==> config.mk <==
export PLATFORM = sky130hd
export DESIGN_NAME = utf16le_to_utf8_transcoder
export DESIGN_NICKNAME = d
export VERILOG_FILES = /design/src/rtl/utx_pkg.sv /design/src/rtl/utf16le_to_utf8_transcoder.sv /design/src/rtl/utx_front.sv /design/src/rtl/utx_fifo.sv /design/src/rtl/utx_back.sv
export SDC_FILE = /design/constraint.sdc
export NUM_CORES = 1
export LEC_CHECK = 0
export BUFFER_PORTS_ARGS = -buffer_cell sky130_fd_sc_hd__buf_4
export CORE_AREA = 10 10 103 123
export CTS_CLUSTER_DIAMETER = 50
export DETAILED_ROUTE_END_ITERATION = 12
export DIE_AREA = 0 0 113 133
export MAX_ROUTING_LAYER = met4
export PLACE_DENSITY = 0.81
export SETUP_SLACK_MARGIN = 0.4
export SYNTH_ARGS = -nofsm -noshare
export SYNTH_HDL_FRONTEND = slang
export SYNTH_SLANG_ARGS = --single-unit
==> constraint.sdc <==
create_clock -name clk -period 6.7 [get_ports clk]
set_input_delay 1.34 -clock clk [delete_from_list [all_inputs] [get_ports clk]]
set_output_delay 1.34 -clock clk [all_outputs]
set_load 0.02 [all_outputs]
==> src/rtl/utx_pkg.sv <==
// ----------------------------------------------------------------------------
// utx_pkg - shared types and helpers for the UTF-16LE to UTF-8 transcoder
// Holds the queue entry layout, the surrogate and encoding constants, and the
// code point encoder used by the front end.
// ----------------------------------------------------------------------------
package utx_pkg;

	localparam int unsigned FIFO_DEPTH_DEF = 2;

	localparam logic [15:0] SURR_HIGH_FIRST = 16'hD800;
	localparam logic [15:0] SURR_HIGH_LAST  = 16'hDBFF;
	localparam logic [20:0] PLANE_BASE      = 21'h10000;
	localparam logic [20:0] ONE_BYTE_LIMIT  = 21'h80;
	localparam logic [20:0] TWO_BYTE_LIMIT  = 21'h800;
	localparam logic [7:0]  LEAD2           = 8'hC0;
	localparam logic [7:0]  LEAD3           = 8'hE0;
	localparam logic [7:0]  LEAD4           = 8'hF0;
	localparam logic [7:0]  CONT_MARK       = 8'h80;

	// one encoded code point: bytes in send order, index of its final byte,
	// and whether it closes the string
	typedef struct packed {
		logic [3:0][7:0] bytes;
		logic [1:0]      last_idx;
		logic            last;
	} seq_t;

	typedef struct packed {
		logic full;
		logic empty;
	} fifo_stat_t;

	function automatic logic [7:0] cont_byte(input logic [5:0] bits);
		cont_byte = CONT_MARK | {2'b00, bits};
	endfunction

	function automatic seq_t encode_point(input logic [20:0] cp, input logic last);
		seq_t s;
		s.bytes = '0;
		s.last = last;
		if (cp < ONE_BYTE_LIMIT) begin
			s.bytes[0] = cp[7:0];
			s.last_idx = 2'd0;
		end else if (cp < TWO_BYTE_LIMIT) begin
			s.bytes[0] = LEAD2 | {3'b000, cp[10:6]};
			s.bytes[1] = cont_byte(cp[5:0]);
			s.last_idx = 2'd1;
		end else if (cp < PLANE_BASE) begin
			s.bytes[0] = LEAD3 | {4'b0000, cp[15:12]};
			s.bytes[1] = cont_byte(cp[11:6]);
			s.bytes[2] = cont_byte(cp[5:0]);
			s.last_idx = 2'd2;
		end else begin
			s.bytes[0] = LEAD4 | {5'b00000, cp[20:18]};
			s.bytes[1] = cont_byte(cp[17:12]);
			s.bytes[2] = cont_byte(cp[11:6]);
			s.bytes[3] = cont_byte(cp[5:0]);
			s.last_idx = 2'd3;
		end
		return s;
	endfunction

endpackage

==> src/rtl/utf16le_to_utf8_transcoder.sv <==
// ----------------------------------------------------------------------------
// utf16le_to_utf8_transcoder - UTF-16 code units in, UTF-8 bytes out
// Top level: front end, sequence queue and byte serializer.
// ----------------------------------------------------------------------------
// Feed one UTF-16 code unit per word on the input channel, with last_unit set
// on the final unit of a string; take one UTF-8 byte per word on the output
// channel. A high surrogate that is not last produces no byte and is paired
// with the next unit whatever that unit is, giving four bytes; a lone
// surrogate at the end of a string, or a lone low surrogate, comes out as three
// bytes. The final byte of a string carries last_byte and the string's total
// byte count modulo 65536; byte_count reads zero on every other byte. Rate is
// set by the one-byte output channel: a code unit gives one to four UTF-8
// bytes (a held high surrogate gives none), and the serializer sends one byte
// every cycle while the queue holds work and out_ready is high. The input side
// accepts a unit every cycle while the FIFO_DEPTH entry sequence queue has
// room, so with out_ready held high a full input burst of ASCII runs at one
// word per cycle end to end. An accepted unit passes through the sequence
// queue and then the output register before its first byte shows.
// ----------------------------------------------------------------------------
module utf16le_to_utf8_transcoder import utx_pkg::*; #(
	parameter int unsigned FIFO_DEPTH = FIFO_DEPTH_DEF
) (
	input  logic        clk,
	input  logic        arst_n,
	input  logic        in_valid,
	output logic        in_ready,
	input  logic [15:0] code_unit,
	input  logic        last_unit,
	output logic        out_valid,
	input  logic        out_ready,
	output logic [7:0]  out_byte,
	output logic        last_byte,
	output logic [15:0] byte_count
);

	// handshake between the parts
	logic       push;
	logic       pop;
	seq_t       push_seq;
	seq_t       head;
	fifo_stat_t fifo_stat;

	// classify units, hold high surrogates, encode whole code points
	utx_front u_front (
		.clk       (clk),
		.arst_n    (arst_n),
		.in_valid  (in_valid),
		.in_ready  (in_ready),
		.code_unit (code_unit),
		.last_unit (last_unit),
		.fifo_stat (fifo_stat),
		.push      (push),
		.push_seq  (push_seq)
	);

	// decouple input stalls from output stalls
	utx_fifo #(
		.DEPTH (FIFO_DEPTH)
	) u_fifo (
		.clk      (clk),
		.arst_n   (arst_n),
		.push     (push),
		.push_seq (push_seq),
		.pop      (pop),
		.head     (head),
		.stat     (fifo_stat)
	);

	// serialize bytes and count them per string
	utx_back u_back (
		.clk        (clk),
		.arst_n     (arst_n),
		.head       (head),
		.fifo_stat  (fifo_stat),
		.pop        (pop),
		.out_valid  (out_valid),
		.out_ready  (out_ready),
		.out_byte   (out_byte),
		.last_byte  (last_byte),
		.byte_count (byte_count)
	);

`ifndef NO_ASSERTIONS
	// the count is only shown on the closing byte of a string
	a_count_only_on_last: assert property (@(posedge clk) disable iff (!arst_n)
		out_valid && !last_byte |-> byte_count == 16'd0)
		else $error("byte_count nonzero on a byte that is not last");

	// a closing byte counts at least itself, up to wrap; one right after a closing byte counts only itself
	a_count_on_last: assert property (@(posedge clk) disable iff (!arst_n)
		out_valid && last_byte && $past(out_valid && out_ready && last_byte)
		|-> byte_count == 16'd1)
		else $error("byte count not restarted after end of string");

	// queue can never be full and empty together
	a_fifo_stat: assert property (@(posedge clk) disable iff (!arst_n)
		!(fifo_stat.full && fifo_stat.empty))
		else $error("queue reports full and empty at once");
`endif

endmodule

==> src/rtl/utx_front.sv <==
// ----------------------------------------------------------------------------
// utx_front - input side of the transcoder
// Accepts code units, pairs a held high surrogate with the following unit,
// and pushes each finished code point as an encoded byte sequence.
// ----------------------------------------------------------------------------
module utx_front import utx_pkg::*; (
	input  logic        clk,
	input  logic        arst_n,
	input  logic        in_valid,
	output logic        in_ready,
	input  logic [15:0] code_unit,
	input  logic        last_unit,
	input  fifo_stat_t  fifo_stat,
	output logic        push,
	output seq_t        push_seq
);

	logic       pend_valid_q;
	logic [9:0] pend_high_q;
	logic       accept;
	logic       is_high;
	logic       hold;
	logic [20:0] cp;

	assign in_ready = !fifo_stat.full;
	assign accept   = in_valid && in_ready;
	assign is_high  = (code_unit >= SURR_HIGH_FIRST) && (code_unit <= SURR_HIGH_LAST);
	assign hold     = !pend_valid_q && is_high && !last_unit;
	assign push     = accept && !hold;

	// combine without checking the second unit
	always_comb begin
		if (pend_valid_q) begin
			cp = {1'b0, pend_high_q, code_unit[9:0]} + PLANE_BASE;
		end else begin
			cp = {5'b00000, code_unit};
		end
		push_seq = encode_point(cp, last_unit);
	end

	always_ff @(posedge clk or negedge arst_n) begin
		if (!arst_n) begin
			pend_valid_q <= 1'b0;
			pend_high_q  <= '0;
		end else if (accept) begin
			pend_valid_q <= hold;
			pend_high_q  <= hold ? code_unit[9:0] : '0;
		end
	end

endmodule

==> src/rtl/utx_fifo.sv <==
// ----------------------------------------------------------------------------
// utx_fifo - short queue of encoded sequences between front and back
// ----------------------------------------------------------------------------
module utx_fifo import utx_pkg::*; #(
	parameter int unsigned DEPTH = FIFO_DEPTH_DEF
) (
	input  logic       clk,
	input  logic       arst_n,
	input  logic       push,
	input  seq_t       push_seq,
	input  logic       pop,
	output seq_t       head,
	output fifo_stat_t stat
);

	localparam int unsigned PTR_W = (DEPTH > 1) ? $clog2(DEPTH) : 1;
	localparam int unsigned LVL_W = $clog2(DEPTH + 1);
	localparam logic [PTR_W-1:0] PTR_MAX = PTR_W'(DEPTH - 1);
	localparam logic [LVL_W-1:0] LVL_MAX = LVL_W'(DEPTH);

	seq_t             slot_q [DEPTH];
	logic [PTR_W-1:0] wr_ptr_q;
	logic [PTR_W-1:0] rd_ptr_q;
	logic [LVL_W-1:0] level_q;

	assign stat.full  = (level_q == LVL_MAX);
	assign stat.empty = (level_q == '0);
	assign head       = slot_q[rd_ptr_q];

	always_ff @(posedge clk) begin
		if (push) begin
			slot_q[wr_ptr_q] <= push_seq;
		end
	end

	always_ff @(posedge clk or negedge arst_n) begin
		if (!arst_n) begin
			wr_ptr_q <= '0;
			rd_ptr_q <= '0;
			level_q  <= '0;
		end else begin
			if (push) begin
				wr_ptr_q <= (wr_ptr_q == PTR_MAX) ? '0 : wr_ptr_q + 1'b1;
			end
			if (pop) begin
				rd_ptr_q <= (rd_ptr_q == PTR_MAX) ? '0 : rd_ptr_q + 1'b1;
			end
			if (push && !pop) begin
				level_q <= level_q + 1'b1;
			end else if (pop && !push) begin
				level_q <= level_q - 1'b1;
			end
		end
	end

endmodule

==> src/rtl/utx_back.sv <==
// ----------------------------------------------------------------------------
// utx_back - output side of the transcoder
// Walks the head sequence one byte per cycle, while the output is not stalled,
// into the output register and keeps the running byte count of the string.
// ----------------------------------------------------------------------------
module utx_back import utx_pkg::*; (
	input  logic        clk,
	input  logic        arst_n,
	input  seq_t        head,
	input  fifo_stat_t  fifo_stat,
	output logic        pop,
	output logic        out_valid,
	input  logic        out_ready,
	output logic [7:0]  out_byte,
	output logic        last_byte,
	output logic [15:0] byte_count
);

	logic        out_valid_q;
	logic [7:0]  out_byte_q;
	logic        last_byte_q;
	logic [15:0] byte_count_q;
	logic [1:0]  idx_q;
	logic [15:0] count_q;
	logic        load;
	logic        seq_end;
	logic        str_end;
	logic [15:0] count_next;

	assign load       = !fifo_stat.empty && (!out_valid_q || out_ready);
	assign seq_end    = (idx_q == head.last_idx);
	assign str_end    = seq_end && head.last;
	assign pop        = load && seq_end;
	assign count_next = count_q + 16'd1;

	assign out_valid  = out_valid_q;
	assign out_byte   = out_byte_q;
	assign last_byte  = last_byte_q;
	assign byte_count = byte_count_q;

	always_ff @(posedge clk) begin
		if (load) begin
			out_byte_q   <= head.bytes[idx_q];
			last_byte_q  <= str_end;
			byte_count_q <= str_end ? count_next : '0;
		end
	end

	always_ff @(posedge clk or negedge arst_n) begin
		if (!arst_n) begin
			out_valid_q <= 1'b0;
			idx_q       <= '0;
			count_q     <= '0;
		end else begin
			if (load) begin
				out_valid_q <= 1'b1;
				idx_q       <= seq_end ? '0 : idx_q + 2'd1;
				count_q     <= str_end ? '0 : count_next;
			end else if (out_ready) begin
				out_valid_q <= 1'b0;
			end
		end
	end

endmodule
**After elaboration in Yosys (flattened, before gate mapping)**

Memory sizes are Yosys's and may differ from the RTL's.
Index checks and enable logic that the tools add are counted.

- Bits in registers: 59
- Latch bits: 0
- Bits in writable memories: 70
- Memory bits (read-only): 0
- Bits of input ports: 21
- Output and inout bits: 27
- Memories: 1

- Add/subtract/negate cells: 7
- Multiply operators: 0
- Div/mod/pow operators: 0
- Order comparisons: 6
- Equal/unequal tests: 2
- Shift operators: 0
- Mux-type cells: 20
- Bitwise operators: 0
- Reduce and logical (&&, ||, !) cells: 22

Memory list:

| name | depth | bits a word | rd ports | clocked after Yosys merged registers in | write ports | line | RTL |
|---|---|---|---|---|---|---|---|
| u_fifo.slot_q | 2 | 35 | 1 | 0 | 1 | utx_fifo.sv:21 | `seq_t slot_q [DEPTH];` |

Operator list:

| cell | count |
|---|---|
| 2-to-1 mux 24 bit | 2 |
| 2-to-1 mux 16 bit | 2 |
| adder 20 x 17 -> 21 bit, second input constant | 1 |
| less-than comparator 21 x 12 -> 1 bit, second input constant | 1 |
| less-than comparator 21 x 17 -> 1 bit, second input constant | 1 |
| less-than comparator 21 x 8 -> 1 bit, second input constant | 1 |
| 2-to-1 mux 21 bit | 1 |
| 2-to-1 mux 10 bit | 2 |
| 2-to-1 mux 18 bit | 1 |
| adder 16 x 1 -> 16 bit, second input constant | 1 |
| binary-select mux 8 bit (select 2 bit) | 1 |
| greater-or-equal comparator 16 bit, second input constant | 1 |
| less-or-equal comparator 16 bit, second input constant | 1 |
| 2-to-1 mux 8 bit | 2 |
| logical AND 1 bit | 10 |
| zero test 1 bit | 8 |
| 2-to-1 mux 1 bit | 6 |
| 2-to-1 mux 2 bit | 3 |
| adder 2 x 1 -> 2 bit, second input constant | 2 |
| nonzero test 2 bit | 2 |
| less-than comparator 2 x 3 -> 1 bit, second input constant | 1 |
| adder 1 bit, second input constant | 2 |
| == test 2 bit | 1 |
| == test 2 bit, second input constant | 1 |
| other kinds (3) | 3 |

**Logic depth before layout (Yosys ltp)**

Gate-level depths: netlist (run 1).

- Depth after elaboration: 10
- Gate-level depth with buffers: 9

**Hierarchy**

From an unflattened synthesis (run 1), not the netlist that was laid out.

- Cell total of the unflattened synthesis: 461
- Area total of the unflattened synthesis: 6219.7 µm²

By module, submodules not included:

| module | instances | cells each | area an instance (µm²) |
|---|---|---|---|
| utx_fifo | 1 | 125 | 2862.7 |
| utx_back | 1 | 190 | 2208.4 |
| utx_front | 1 | 146 | 1148.6 |

**Worst setup path after synthesis (run 1)**

Ideal clock, no wire load.

- Kind: input port to flip-flop
- Start: input out_ready
- End: register u_fifo.level_q[1]
- Data arrival time: 3.339 ns
- Data required time: 6.575 ns
- Slack: 3.235 ns
- Cell stages on the path: 9
- Cell sequence: nand2b_1 -> o21ai_1 -> clkinv_1 -> and3_1 -> inv_1 -> ha_1 -> xor2_1 -> nor2_1 -> xor2_1

- Longest elaborated chain between the ends: 6
- Elaborated cells between the ends (all ways): 8
- Classes of those cells: 1 x mux; 7 x reduce/logical

RTL lines:

| item | line | RTL |
|---|---|---|
| from (decl) | utf16le_to_utf8_transcoder.sv:30 | `input logic out_ready,` |
| logical OR 1 bit * | utx_back.sv:30 | `assign load = !fifo_stat.empty && (!out_valid_q \|\| out_ready);` |
| logical AND 1 bit * | utx_back.sv:30 |  |
| via u_back.load | utx_back.sv:25 | `logic load;` |
| logical AND 1 bit * | utx_back.sv:33 | `assign pop = load && seq_end;` |
| zero test 1 bit | utx_fifo.sv:48 | `if (push && !pop) begin` |
| logical AND 1 bit | utx_fifo.sv:48 |  |
| 2-to-1 mux 2 bit / nonzero test 2 bit (equally long branches) | n/a |  |
| to (signal assigned) | utx_fifo.sv:49 | `level_q <= level_q + 1'b1;` |
| to (signal assigned) | utx_fifo.sv:51 | `level_q <= level_q - 1'b1;` |
| to (decl) | utx_fifo.sv:24 | `logic [LVL_W-1:0] level_q;` |

Mark *: on every way through the listed nets, which the timed path passes. The rest lies on a longest branch.
A chain may end at the register's enable or synchronous reset.

**Worst setup path in the final report (run 1)**

Same ends and word-level chain as after synthesis.

==> flow_summary.toml, run 1 <==
[critical_path]
crit_top_cell = "xor2_1"
rrSetupSlack_ns = 4.00
crit_chain = "buf_4 -> nand2b_1 -> o21ai_1 -> clkinv_1 -> and3_1 -> inv_1 -> ha_1 -> xor2_1 -> nor2_1 -> xor2_1"
crit_path_end_kind = "register"
startpoint_type = "input port"
cp.required_ns = 7.00
reg2reg_depth = 7
critPathSlowestCell = "o21ai_1"
crit_type = "in -> reg"
r2r-end = "u_fifo.slot_q[0][11]"
slowest_delay_ns = 0.65
r2r_start = "u_front.pend_high_q[6]"
critPathMaxFanout = 16
arrival_ns = 3.34

[finish]
instances_no_fill = 591
final_core_util = 0.637
nets = 473
syn_to_final_growth_pct = 19.9
antenna_cells = 0
layout-drive-gt1-share = 0.260

[placed_design]
io_buffers = 47
hpwl_mm = 7.60
routabilityCongestion = 0.865
placed_cells = 559

[clocking]
ctsResizeCount = 0
cts.path.max_buffers = 2
numCtsBuffers = 17
ctsHoldBuffers = 0
cts_root_buffer = "clkbuf_16"
post-cts-setup-buffers = 0
htreeDepth = 4
cts_tree = "done"
insertion_delay_ns = 0.41
path_clk_slew_ns = 0.05
cts_sinks = 121

[timing]
fin_tns_setup_ns = 0
relSlewSlack = 0.172
rsz0062_at_grt = "false"
timing_hold_violations_final = 0
timing.fmax_mhz = 329
setup_viol = 0
fin_crit_ns = 3.04
worstMarginPinSlew_ns = 1.23
fin_skew_ns = 0.00876
period_share = 0.454
final_max_slew_viol_count = 0

[drt]
num_vias = 3539
first_pass_iters = 6
wl_per_cell_um = 19.0
antenna_left = 0
drt_iter0_drc = 301
vias_per_cell = 5.99
drc = 0
wirelength_mm = 11.2

[power_and_ir_drop]
power_density_nw_per_um2 = 481
p_leak_nw = 2.49
ir_worst_vdd_mv = 0.247

[status]
status = "finished, final reports clean"

[logic_synthesis]
syn_nets = 420
synth_xor_area_frac = 0.0288
yosys.area_share.simple = 0.102
ys_top_cells_by_count = "87 x edfxtp_1, 34 x dfrtp_1, 28 x nor2_1"
synth_mux_area_frac = 0.0893
syn-cell-area_um2 = 5480
avgSynthCellArea_um2 = 13.8
synth_enable_flop_cells = 87
yosys.area_share.adder = 0.00685
synth-seq-cells = 121
synthCells = 396
post-synth-top-area-fraction = 0.477
synth_async_sr_flop_share = 0.281
synth_top_family_by_area = "compound AO/OA/AOI/OAI gates"
synth-compound-area-share = 0.114
yosysSeqAreaShare = 0.632
synth_flop_cell = "edfxtp_1"
synthTopCellsByArea = "edfxtp_1 48%, dfrtp_1 16%, mux4_2 5.3%, a22o_1 3.4%, mux2_2 2.7%"
synth.most_common_cell = "edfxtp_1"
synth_top_area_cell = "edfxtp_1"
ys_types = 55
yosysWarnings = 0

[grt]
grt_overflow = 0
grt_pass1_wl_mm = 18.6
antenna_found_initial = 0
grt_max_degree = 35
track_usage = 0.159
first_global_vias = 3691

[die]
core_area_um2 = 10300
die_x_um = 113
io_pins = 48
rows = 41
die-area_um2 = 15000
die-height_um = 133
initial_core_util = 0.531

[hold_path]
hp-start = "u_fifo.wr_ptr_q"
hp-class = "reg -> reg"
holdPathEnd = "u_fifo.wr_ptr_q"
holdPathStages = 1

[flow_run]
max_cap_viol_count = 0
-- how the worst max path moves through the flow --
| stage | startpoint | end | depth (start not counted) |
|---|---|---|---|
| finish | out_ready | u_fifo.level_q[1] | 10 |
| global route | out_ready | u_fifo.level_q[1] | 10 |
| CTS | out_ready | u_fifo.level_q[1] | 10 |
| detailed placement | out_ready | u_fifo.level_q[1] | 10 |
| global placement | out_ready | u_fifo.level_q[1] | 10 |
| floorplan | out_ready | u_fifo.level_q[1] | 9 |
-- flip-flops by register name, summed over array words and instances (netlist names) --
| name | flops |
|---|---|
| u_fifo.slot_q | 62 |
| u_back.byte_count | 16 |
| u_back.count_q | 16 |
| u_front.pend_high_q | 10 |
| u_back.out_byte | 8 |
| u_back.idx_q | 2 |
| u_fifo.level_q | 2 |
| u_back.last_byte | 1 |
| u_back.out_valid | 1 |
| u_fifo.rd_ptr_q | 1 |
| u_fifo.wr_ptr_q | 1 |
| u_front.pend_valid_q | 1 |
-- metrics by stage --
stage	worst slack (ns)	cell area [um^2]	hold slack [ns]	power, W
floorplan	3.24	5480	0.460	0.00191
global placement	3.34	5930	0.485	0.00217
detailed placement	3.25	5930	0.491	0.00221
CTS	3.67	6570	0.507	0.00318
global route	3.49	6570	0.530	0.00331
finish	3.66	6570	0.511	0.00316
-- power by group --
group	total (W)	internal, W	switching [W]
sequential	0.00125	0.00111	0.000135
combinational	0.000942	0.000404	0.000538
clock	0.000968	0.000633	0.000335
total	0.00316	0.00215	0.00101
-- worst max-delay path, delay by kind of cell --
family / cells / cell delay, ns
buf+inv: 3 / 0.41
xor+xnor: 2 / 0.28
simple gates: 3 / 0.49
fa+ha+maj: 1 / 0.15
compound gates: 1 / 0.65
-- layer usage --
metal / vias up / part of all wire / GRT usage
met5: - / 0 / -
met4: 0 / 0.016 / 0.0742
met3: 17 / 0.055 / 0.0416
met2: 136 / 0.52 / 0.254
met1: 1756 / 0.41 / 0.182
li1: 1630 / - / -
-- cell families (layout without fill, tap and decap cells) --
family	count (synthesis)	in the layout
adder cells (fa/ha/maj)	3	3
AO/OA/AOI/OAI	85	85
flip-flops	121	121
buffers and inverters	29	95
multiplexers	31	31
XOR/XNOR	18	18
AND/OR/NAND/NOR	109	109
-- layout make-up --
cell class              instances  area, um^2
multi-input cells             246        1870
clock buffers                  18         439
inverters                      10        37.5
repair buffers                 53         398
clock inverters                14         199
well taps                     129         161
flip-flops and latches        121        3460
fillers                       735        3740
-- placed cells by master, fill, tap and decap left out, types with 9 or more instances in the layout --
| cell | Yosys | layout |
|---|---|---|
| mux2_2 | 13 | 13 |
| a21oi_1 | 16 | 16 |
| and2_1 | 10 | 10 |
| nand2b_1 | 9 | 9 |
| nand2_1 | 24 | 24 |
| buf_4 | 3 | 53 |
| a22o_1 | 21 | 21 |
| edfxtp_1 | 87 | 87 |
| mux4_2 | 13 | 13 |
| dfrtp_1 | 34 | 34 |
| clkbuf_16 | 0 | 17 |
| nor2_1 | 28 | 27 |
| o21ai_0 | 16 | 16 |
| xor2_1 | 12 | 12 |
Note: power is estimated with default switching activity, not from simulation.
==> inputs of run 2 (changes only) <==
--- a/config.mk
+++ b/config.mk
@@ -5,13 +5,14 @@
 export SDC_FILE = /design/constraint.sdc
 export NUM_CORES = 1
 export LEC_CHECK = 0
+export ABC_AREA = 1
 export BUFFER_PORTS_ARGS = -buffer_cell sky130_fd_sc_hd__buf_4
-export CORE_AREA = 10 10 103 123
+export CORE_AREA = 10 10 104 124
 export CTS_CLUSTER_DIAMETER = 50
 export DETAILED_ROUTE_END_ITERATION = 12
-export DIE_AREA = 0 0 113 133
+export DIE_AREA = 0 0 114 134
 export MAX_ROUTING_LAYER = met4
-export PLACE_DENSITY = 0.81
+export PLACE_DENSITY = 0.83
 export SETUP_SLACK_MARGIN = 0.4
 export SYNTH_ARGS = -nofsm -noshare
 export SYNTH_HDL_FRONTEND = slang
==> constraint.sdc (replaced) <==
create_clock -name clk -period 2.6 [get_ports clk]
set_input_delay 0.52 -clock clk [delete_from_list [all_inputs] [get_ports clk]]
set_output_delay 0.52 -clock clk [all_outputs]
set_load 0.02 [all_outputs]
==> flow_summary.toml, run 2 <==
[status]
status = "finished, final reports clean"

[clocking]
path_clk_slew_ns = 0.05
cts_root_buffer = "clkbuf_16"
cts.path.max_buffers = 2
numCtsBuffers = 17
htreeDepth = 4
insertion_delay_ns = 0.41
cts_sinks = 121
cts_tree = "done"

[die]
rows = 41
io_pins = 48
die-height_um = 134
initial_core_util = 0.528
die-area_um2 = 15300
core_area_um2 = 10500
die_x_um = 114

[logic_synthesis]
synth_top_area_cell = "edfxtp_1"
ys_types = 34
yosysWarnings = 0
synth-seq-cells = 121
post-synth-top-area-fraction = 0.473
synth_flop_cell = "edfxtp_1"
ys_top_cells_by_count = "111 x nand2_1, 87 x edfxtp_1, 85 x nor2_1"
synth_async_sr_flop_share = 0.281
synthCells = 558
synth_enable_flop_cells = 87
avgSynthCellArea_um2 = 9.91
yosysSeqAreaShare = 0.626
synthTopCellsByArea = "edfxtp_1 47%, dfrtp_1 15%, nand2_1 7.5%, nor2_1 5.8%, o21ai_0 4.3%"
syn-cell-area_um2 = 5530
syn_nets = 582
synth.most_common_cell = "nand2_1"

[timing]
fin_tns_setup_ns = 0
timing_hold_violations_final = 0
final_max_slew_viol_count = 0
period_share = 0.782
fin_crit_ns = 2.03
relSlewSlack = 0.688
fin_skew_ns = 0.00696
timing.fmax_mhz = 492
rsz0062_at_grt = "false"
worstMarginPinSlew_ns = 0.463
setup_viol = 0

[placed_design]
hpwl_mm = 9.00
io_buffers = 47
routabilityCongestion = 0.991

[finish]
layout-drive-gt1-share = 0.185
nets = 645
syn_to_final_growth_pct = 20.8
largest_reg_flops = 62
layout_commonest_cell = "nand2_1"
final_core_util = 0.638
largest-register = "u_fifo.slot_q"
antenna_cells = 0
final_cell_mix = "109 x nand2_1, 87 x edfxtp_1, 83 x nor2_1"

[critical_path]
cp.required_ns = 2.75
r2r_start = "u_front.pend_high_q[6]"
reg2reg_depth = 11
crit_path_end_kind = "register"
r2r-end = "u_fifo.slot_q[1][3]"
critPathLaunch = "u_front.pend_high_q[6]"
startpoint_type = "register"
critPathMaxFanout = 10
arrival_ns = 2.18
crit_type = "reg -> reg"
rrSetupSlack_ns = 0.57
endpoint = "u_fifo.slot_q[1][3]"

[flow_run]
max_cap_viol_count = 0

[grt]
grt_max_degree = 35
first_global_vias = 4379
antenna_found_initial = 0
grt_pass1_wl_mm = 21.5
track_usage = 0.183
grt_overflow = 0

[power_and_ir_drop]
power_density_nw_per_um2 = 1130
switching_power_w = 0.00254
p_leak_nw = 2.80
clock_power_share = 0.308
ir_worst_vdd_mv = 0.565
p_comb_frac = 0.306
sw_frac_of_total = 0.336
sequentialPowerShare = 0.386
p_int_w = 0.00501

[drt]
vias_per_cell = 5.53
drc = 0
drt_iter0_drc = 345
wirelength_mm = 13.1
wl_per_cell_um = 17.2
antenna_left = 0
first_pass_iters = 6
num_vias = 4219

[hold_path]
hp-class = "in -> async"
## run 2: worst min path at each step
stage,endpoint,slack (ns),cells past startpoint
after CTS,u_back.count_q[12],0.06,1
after floorplan,u_back.count_q[0],0.22,0
after global routing,u_back.count_q[12],0.07,1
after detailed placement,u_fifo.level_q[0],0.48,1
final,u_back.count_q[12],0.05,1
after global placement,u_fifo.level_q[0],0.46,1
## run 2: area by class of cell
| class | instances | area, um^2 |
|---|---|---|
| clock buffers | 22 | 464 |
| clock inverters | 10 | 125 |
| fillers | 819 | 3790 |
| inverters | 58 | 219 |
| multi-input cells | 362 | 1790 |
| flip-flops and latches | 121 | 3460 |
| well taps | 129 | 161 |
| repair buffers | 61 | 458 |
## run 2: timing repair
item / 4_1_cts / 5_1_grt
hold buffers: 0 / 0
gates resized for setup: 0 / 3
endpoints found under the setup margin: 0 / 5
buffers inserted: 0 / 2
## run 2: logic make-up after synthesis
kind of cell             Yosys count  share of synthesized area
AND/OR/NAND/NOR                  256                      0.199
XOR/XNOR                          17                     0.0269
flip-flops                       121                      0.626
buffers and inverters             75                     0.0550
adder cells (fa/ha/maj)            3                    0.00679
AO/OA/AOI/OAI                     86                     0.0862
## run 2: power by group through the flow
stage	combinational [W]	sequential [W]	clock, W
CTS	0.00232	0.00292	0.00235
finish	0.00231	0.00292	0.00232
floorplan	0.00125	0.00314	0
detailed placement	0.00229	0.00294	0
global route	0.00256	0.00296	0.00246
global placement	0.00223	0.00292	0
## run 2: per-stage QoR
step	power [W]	instance area [um^2]	hold slack, ns	instances	setup WS, ns
2_1_floorplan	0.00440	5530	0.224	558	0.316
3_3_place_gp	0.00515	6060	0.462	729	0.592
3_5_place_dp	0.00523	6060	0.481	729	0.537
4_1_cts	0.00758	6650	0.0604	761	0.530
5_1_grt	0.00797	6680	0.0683	763	0.406
6_report	0.00755	6680	0.0510	763	0.567
## run 2: worst max-delay path: stages (launching register included)
cell and delay (ns):
dfrtp_1 0.43, ha_1 0.31, nand2_1 0.09, o21ai_1 0.08
nor2_2 0.11, nand2_2 0.11, nor2_2 0.24, nand2_4 0.14
nand2_1 0.10, inv_1 0.04, nand2_1 0.05, nand2_1 0.08
## run 2: routing by layer
| layer | routed length [um] | share of wire | vias up | global-route usage |
|---|---|---|---|---|
| li1 | - | - | 2015 | - |
| met2 | 6830 | 0.52 | 176 | 0.311 |
| met5 | 0 | 0 | - | - |
| met4 | 387 | 0.030 | 0 | 0.0823 |
| met1 | 5040 | 0.38 | 1990 | 0.195 |
| met3 | 845 | 0.065 | 38 | 0.0513 |
==> inputs of run 3 (changes only) <==
--- a/config.mk
+++ b/config.mk
@@ -5,12 +5,12 @@
 export SDC_FILE = /design/constraint.sdc
 export NUM_CORES = 1
 export LEC_CHECK = 0
-export ABC_AREA = 1
+export ABC_AREA = 0
 export BUFFER_PORTS_ARGS = -buffer_cell sky130_fd_sc_hd__buf_4
-export CORE_AREA = 10 10 104 124
+export CORE_AREA = 10 10 103 124
 export CTS_CLUSTER_DIAMETER = 50
 export DETAILED_ROUTE_END_ITERATION = 12
-export DIE_AREA = 0 0 114 134
+export DIE_AREA = 0 0 113 134
 export MAX_ROUTING_LAYER = met4
 export PLACE_DENSITY = 0.83
 export SETUP_SLACK_MARGIN = 0.4
==> constraint.sdc (replaced) <==
create_clock -name clk -period 1.65 [get_ports clk]
set_input_delay 0.33 -clock clk [delete_from_list [all_inputs] [get_ports clk]]
set_output_delay 0.33 -clock clk [all_outputs]
set_load 0.02 [all_outputs]
==> flow_summary.toml, run 3 (synthesized netlist as in run 1, its figures left out) <==
[status]
status = "complete, but fails checks"
violations = "negative setup slack"

[drt]
wirelength_mm = 18.9
first_pass_iters = 6
wl_per_cell_um = 26.4
drt_iter0_drc = 337
num_vias = 4520
drc = 0
vias_per_cell = 6.31
antenna_left = 0

[critical_path]
reg2reg_depth = 9
critPathLaunch = "u_front.pend_high_q[7]"
critPathSlowestCell = "dfrtp_1"
crit_path_end_kind = "register"
startpoint_type = "register"
crit_chain = "ha_4 -> o41ai_4 -> buf_4 -> a41oi_4 -> nor2_4 -> buf_4 -> buf_6 -> a221oi_4 -> a21oi_2"
cp_top_family = "compound AO/OA/AOI/OAI gates"
arrival_ns = 2.36
slowest_delay_ns = 0.42
r2r_start = "u_front.pend_high_q[7]"
r2r-end = "u_fifo.slot_q[0][4]"
cp_num_buf_inv = 3
rrSetupSlack_ns = -0.54
critPathMaxFanout = 4
cp.required_ns = 1.82
crit_type = "reg -> reg"
crit_top_cell = "buf_4"

[placed_design]
hpwl_mm = 8.64
io_buffers = 47
pre_cts_ws_ns = -0.389
routabilityCongestion = 0.872

[flow_run]
max_cap_viol_count = 0

[die]
die-area_um2 = 15100
io_pins = 48
core_area_um2 = 10300
rows = 41
die_x_um = 113
die-height_um = 134
initial_core_util = 0.531

[finish]
largest-register = "u_fifo.slot_q"
final_core_util = 0.839
final_cell_mix = "87 x buf_4, 87 x edfxtp_1, 69 x buf_6"
layout-drive-gt1-share = 0.581
syn_to_final_growth_pct = 57.9
antenna_cells = 0
largest_reg_flops = 62
nets = 598

[power_and_ir_drop]
p_leak_nw = 3.39
ir_worst_vdd_mv = 1.05
power.total_w = 0.0173
power_density_nw_per_um2 = 2000

[grt]
grt_pass1_wl_mm = 25.4
antenna_found_initial = 0
track_usage = 0.226
grt_overflow = 0
grt_max_degree = 35
first_global_vias = 4607

[timing]
period_share = 1.33
setup_ws_ns = -0.541
fin_skew_ns = 0.0101
whs_ns = 0.182
fin_crit_ns = 2.19
rsz0062_at_grt = "true"
relSlewSlack = 0.664
timing.fmax_mhz = 456
setup_viol = 174
final_max_slew_viol_count = 0
worstMarginPinSlew_ns = 0.504
timing_hold_violations_final = 0

[clocking]
cts_root_buffer = "clkbuf_16"
insertion_delay_ns = 0.43
cts.path.max_buffers = 2
cts_sinks = 121
path_clk_slew_ns = 0.06
numCtsBuffers = 17
cts_tree = "done"
htreeDepth = 4

[hold_path]
hp-start = "code_unit[0]"
holdPathEnd = "u_front.pend_high_q[0]"
holdPathStages = 2
hp-class = "in -> reg"
-- run 3: cell types whose count changed in the layout (fill, tap and decap cells not counted), sizes merged, moves of 21 or more --
cell and delta:
buf +111, nand2 -95, nor2 -60, inv -48, o21ai -35, nand3 -23, a22o +21
-- run 3: worst max path at each step --
stage / to / slack, ns / cells after the start
floorplan: u_fifo.slot_q[0][6] / -0.34 / 9
global placement: u_fifo.slot_q[0][6] / -0.34 / 7
detailed placement: u_fifo.slot_q[0][6] / -0.39 / 7
CTS: u_fifo.slot_q[0][12] / -0.37 / 8
global route: u_fifo.slot_q[0][14] / -0.59 / 8
finish: u_fifo.slot_q[0][4] / -0.54 / 9
-- run 3: timing repair --
action / 4_1_cts / 5_1_grt
hold endpoints to repair: 34 / 0
pin swaps: 38 / 26
cloned: 8 / 1
gates resized for setup: 133 / 45
setup buffers: 36 / 20
hold buffers: 1 / 0
setup endpoints to repair: 207 / 232
-- run 3: stage by stage --
stage	setup TNS, ns	area, um^2	std cells
3_5_place_dp	-39.23	6630	618
3_3_place_gp	-33.12	6630	618
4_1_cts	-30.69	8250	695
5_1_grt	-56.71	8650	716
2_1_floorplan	-19.83	5750	396
6_report	-47.75	8650	716
-- run 3: final cells by class --
class	instances	area (um^2)
Tap cell	129	161
Inverter	10	63.8
Clock inverter	8	145
Multi-Input combinational cell	250	2520
Fill cell	460	1660
Timing Repair Buffer	174	1820
Clock buffer	24	472
Sequential cell	121	3470
-- run 3: routing by layer --
layer | GRT usage | share of wire | wire length (um)
met1 | 0.217 | 0.34 | 6340
met3 | 0.0562 | 0.058 | 1100
met5 | - | 0 | 0
met2 | 0.399 | 0.53 | 9940
met4 | 0.136 | 0.081 | 1540
-- run 3: report_power, final --
part | internal (W) | leakage [nW] | switching, W
sequential | 0.00456 | 1.24 | 0.000634
combinational | 0.00426 | 1.85 | 0.00392
clock | 0.00260 | 0.294 | 0.00136
total | 0.0114 | 3.39 | 0.00591
